**config.mk**
```make
export PLATFORM = sky130hd
export DESIGN_NAME = rlfe_front
export DESIGN_NICKNAME = d
export VERILOG_FILES = /design/src/rtl/rgb_led_fade_engine_defines.svh /design/src/rtl/rlfe_pkg.sv /design/src/rtl/rlfe_front.sv
export SDC_FILE = /design/constraint.sdc
export NUM_CORES = 1
export LEC_CHECK = 0
export ABC_CLOCK_PERIOD_IN_PS = 2900
export BUFFER_PORTS_ARGS = -buffer_cell sky130_fd_sc_hd__clkbuf_2
export CAP_MARGIN = 20
export CORE_UTILIZATION = 47
export CTS_CLUSTER_DIAMETER = 200
export DETAILED_ROUTE_END_ITERATION = 16
export PLACE_DENSITY_LB_ADDON = 0.3
export SYNTH_ARGS = -nofsm -noshare
export SYNTH_HDL_FRONTEND = slang
export SYNTH_SLANG_ARGS = --single-unit
```
**constraint.sdc**
```tcl
create_clock -name clk -period 2.9 [get_ports clk]
set_input_delay 0.145 -clock clk [delete_from_list [all_inputs] [get_ports clk]]
set_output_delay 0.145 -clock clk [all_outputs]
set_load 0.01 [all_outputs]
```
**src/rtl/rgb_led_fade_engine_defines.svh**
```systemverilog
// Assertion macros shared by the fade engine RTL.
// No dependencies; included by the top level only.
`ifndef RGB_LED_FADE_ENGINE_DEFINES_SVH
`define RGB_LED_FADE_ENGINE_DEFINES_SVH
// Implication checked on every rising clock edge outside reset.
`define RLFE_ASSERT_IMPL(label, ante, cons) \
	label: assert property (@(posedge clk) disable iff (!arst_n) (ante) |-> (cons)) \
		else $error("assertion failed");
// Next-cycle implication checked outside reset.
`define RLFE_ASSERT_NEXT(label, ante, cons) \
	label: assert property (@(posedge clk) disable iff (!arst_n) (ante) |=> (cons)) \
		else $error("assertion failed");
`endif

```
**src/rtl/rlfe_pkg.sv**
```systemverilog
// Shared types and constants of the RGB LED fade engine.
// No dependencies.
package rlfe_pkg;
	localparam logic [1:0] CMD_SET  = 2'd0;
	localparam logic [1:0] CMD_TICK = 2'd1;
	localparam logic [1:0] CMD_READ = 2'd2;

	typedef struct packed {
		logic [1:0]  cmd;
		logic [7:0]  idx;
		logic [7:0]  red;
		logic [7:0]  green;
		logic [7:0]  blue;
		logic [15:0] ticks;
	} item_t;

	typedef struct packed {
		logic [7:0] red;
		logic [7:0] green;
		logic [7:0] blue;
		logic [7:0] idx;
	} result_t;
endpackage

```
**src/rtl/rlfe_front.sv**
```systemverilog
// Front end: accepts beats, maps an out-of-range LED index to zero and queues them.
// Depends on rlfe_pkg.
module rlfe_front #(
	parameter int NUM_LEDS = 16
) (
	input  logic            clk,
	input  logic            arst_n,
	input  logic            in_valid,
	output logic            in_ready,
	input  rlfe_pkg::item_t in_item,
	output logic            q_valid,
	input  logic            q_ready,
	output rlfe_pkg::item_t q_item
);
	// Two-entry queue.
	rlfe_pkg::item_t mem_q [2];
	logic            wr_q, rd_q;
	logic [1:0]      cnt_q;
	rlfe_pkg::item_t norm;
	logic            push, pop;

	always_comb begin
		norm = in_item;
		if (in_item.idx > 8'(NUM_LEDS))
			norm.idx = '0;
	end

	assign in_ready = (cnt_q != 2'd2);
	assign q_valid  = (cnt_q != 2'd0);
	assign q_item   = mem_q[rd_q];
	assign push     = in_valid && in_ready;
	assign pop      = q_valid && q_ready;

	always_ff @(posedge clk) begin
		if (push)
			mem_q[wr_q] <= norm;
	end

	always_ff @(posedge clk or negedge arst_n) begin
		if (!arst_n) begin
			wr_q  <= 1'b0;
			rd_q  <= 1'b0;
			cnt_q <= '0;
		end else begin
			if (push)
				wr_q <= ~wr_q;
			if (pop)
				rd_q <= ~rd_q;
			cnt_q <= cnt_q + 2'(push) - 2'(pop);
		end
	end
endmodule

```
==> metrics.yaml <==
global_routing:
  grt_max_degree: 51
  grt_util_all_layers_pct: 16.4
  gr-total-overflow: 0
  antenna_found_initial: 0
  grt_pass1_vias: 2185
  grt_pass1_wl_um: 10400
critical_path:
  cp-start-kind: "flop"
  cp_num_cells: 3
  critPathCaptureType: "primary output"
  crit_buf_inv: 2
  path_cells: "buf_12 > mux2_2 > clkbuf_2"
  rr_endpoint: "mem_q[1][48]"
  required_ns: 2.76
  slowest_delay_ns: 0.71
  cp_slowest_cell: "dfrtp_2"
  crit-reg2reg-launch: "cnt_q[1]"
  r2r_cells: 3
  crit_family: "flip-flops"
  crit_path_end: "q_item[27]"
  criticalPathCategory: "flop to primary output"
  worst_ep_arrival_time_ns: 1.88
  r2r_slack_ns: 1.07
  critical_path.startpoint: "rd_q"
  path_max_fanout: 31
clocking:
  clock-sinks: 104
  cts_hold_buf: 43
  numCtsBuffers: 9
  post_cts_buffers: 0
  insertion_delay_ns: 0.35
  clockRootBuffer: "clkbuf_8"
  cts_max_level: 3
  path_clk_slew_ns: 0.09
  cts_tree: "done"
  clockBufferDepth: 2
  ctsResizeCount: 0
hold_path:
  hold_path_class: "primary input to asynchronous set/reset pin"
place:
  port-buffer-count: 105
  hpwl_um: 4090
  gp_congestion: 0.701
timing:
  clock.fmax_mhz: 495
  period_needed_ns: 2.02
  final-setup-viol-count: 0
  finalMaxSlewViolations: 0
  tightest_slew_ns: 0.663
  finalHoldViolCount: 0
  skew_ns: 0.0104
  fin_setup_tns_ns: 0
  slew_headroom_pct: 55.8
  rsz0062_at_grt: "no"
  min_period_over_period_pct: 69.7
yosys:
  ys_seq_area_share_pct: 80.0
  synth_most_common_cell: "edfxtp_1"
  ys_ff_latch: 104
  synthFlopType: "edfxtp_1"
  synth_top_cell_area_share_pct: 77.4
  synthTopCellsByCount: "edfxtp_1, mux2_2, buf_4"
  syn_inst: 184
  yosysTopAreaCell: "edfxtp_1"
  avgSynthCellArea_um2: 21.1
  ys_types: 22
  ys_top_cells_by_area: "edfxtp_1, mux2_2, dfrtp_1"
  synth_warnings: 0
  synth_edf_count: 100
  synth_area_mm2: 0.00388
  synth-async-reset-ratio_pct: 3.85
power_and_ir_drop:
  p_leak_uw: 0.00201
  power_density_mw_per_mm2: 882
  ir_drop_uv: 571
  fin_total_pwr_uw: 4600
floorplanning:
  core_mm2: 0.00785
  fp.dieH_um: 92.8
  ios: 106
  start_util_pct: 49.4
  rows: 32
  die_area_mm2: 0.00862
  die_w_um: 92.8
route:
  postRouteAntennaNets: 0
  wl_per_cell_um: 15.0
  wirelength_um: 6780
  vias: 2152
  drc: 0
  drt_iter0_markers: 93
  routed_via_density: 4.76
  drtPass1Iterations: 4
finish:
  nets: 400
  drive_above_1_share_pct: 51.1
  syn_to_final_growth_pct: 34.4
  diodes: 0
status:
  status: "finished, final reports clean"
job:
  cap_violations: 0
==> final cells by class <==
cell class | instances | area, µm²
Multi-Input combinational cell | 79 | 759
Timing Repair Buffer | 151 | 1000
Clock buffer | 9 | 124
Sequential cell | 104 | 3100
Clock inverter | 7 | 93.8
Tap cell | 102 | 128
Fill cell | 566 | 2640
==> stage by stage <==
stage	std cells	hold WS, ns	util, %	setup slack (ns)	cell area, µm²
floorplan	189	-0.151	-	0.445	3900
global placement	393	-0.0404	58.2	1.11	4560
detailed placement	393	-0.0395	58.2	1.08	4560
CTS	452	0.110	66.4	0.876	5210
global route	452	0.118	66.4	0.787	5210
finish	452	0.116	66.4	0.879	5210
==> flip-flops by register name, summed over array words and instances (netlist names) <==
signal  count
rd_q        1
mem_q     100
cnt_q       2
wr_q        1
==> where the power goes <==
part	total (µW)	switching (µW)	internal (µW)
clock network	959	473	486
registers	2200	149	2060
logic	1440	725	712
==> per-layer routing <==
| layer | vias to the layer above | track usage, % | share of wire, % |
|---|---|---|---|
| li1 | 1037 | - | - |
| met1 | 1037 | 19.3 | 41 |
| met2 | 68 | 28.8 | 52 |
| met3 | 10 | 4.27 | 4.8 |
| met4 | 0 | 6.15 | 1.3 |
| met5 | - | 0 | 0 |
==> logic make-up after synthesis <==
| group | count (synthesis) | synth area share, % |
|---|---|---|
| flops | 104 | 80.0 |
| mux | 50 | 14.5 |
| simple gates | 16 | 2.48 |
| buf+inv | 6 | 1.10 |
| compound gates | 3 | 0.774 |
| xor+xnor | 3 | 0.678 |
| fa+ha+maj | 1 | 0.323 |
| other cells | 1 | 0.0967 |
==> worst min-delay path by stage <==
| stage | endpoint | startpoint | slack [ns] | cells past startpoint |
|---|---|---|---|---|
| 6_report | cnt_q[0] | arst_n | 0.12 | 2 |
| 5_1_grt | cnt_q[1] | arst_n | 0.12 | 2 |
| 4_1_cts | cnt_q[0] | arst_n | 0.11 | 2 |
| 3_5_place_dp | cnt_q[0] | arst_n | -0.04 | 1 |
| 3_3_place_gp | cnt_q[1] | arst_n | -0.04 | 1 |
| 2_1_floorplan | cnt_q[0] | arst_n | -0.15 | 0 |
==> cells in the final DEF, fill, tap and decap left out, types with 2 or more instances in the layout <==
cell | synthesis | final
conb_1 | 1 | 6
dlygate4sd3_1 | 0 | 43
clkinvlp_4 | 0 | 2
mux2_2 | 50 | 50
and2_1 | 4 | 4
buf_12 | 0 | 2
edfxtp_1 | 100 | 100
nor4_1 | 2 | 2
xnor2_1 | 2 | 2
clkinv_2 | 0 | 2
clkbuf_8 | 0 | 9
bufinv_16 | 0 | 2
dfrtp_1 | 4 | 3
clkbuf_2 | 0 | 105
Note: power is estimated with default switching activity, not from simulation.
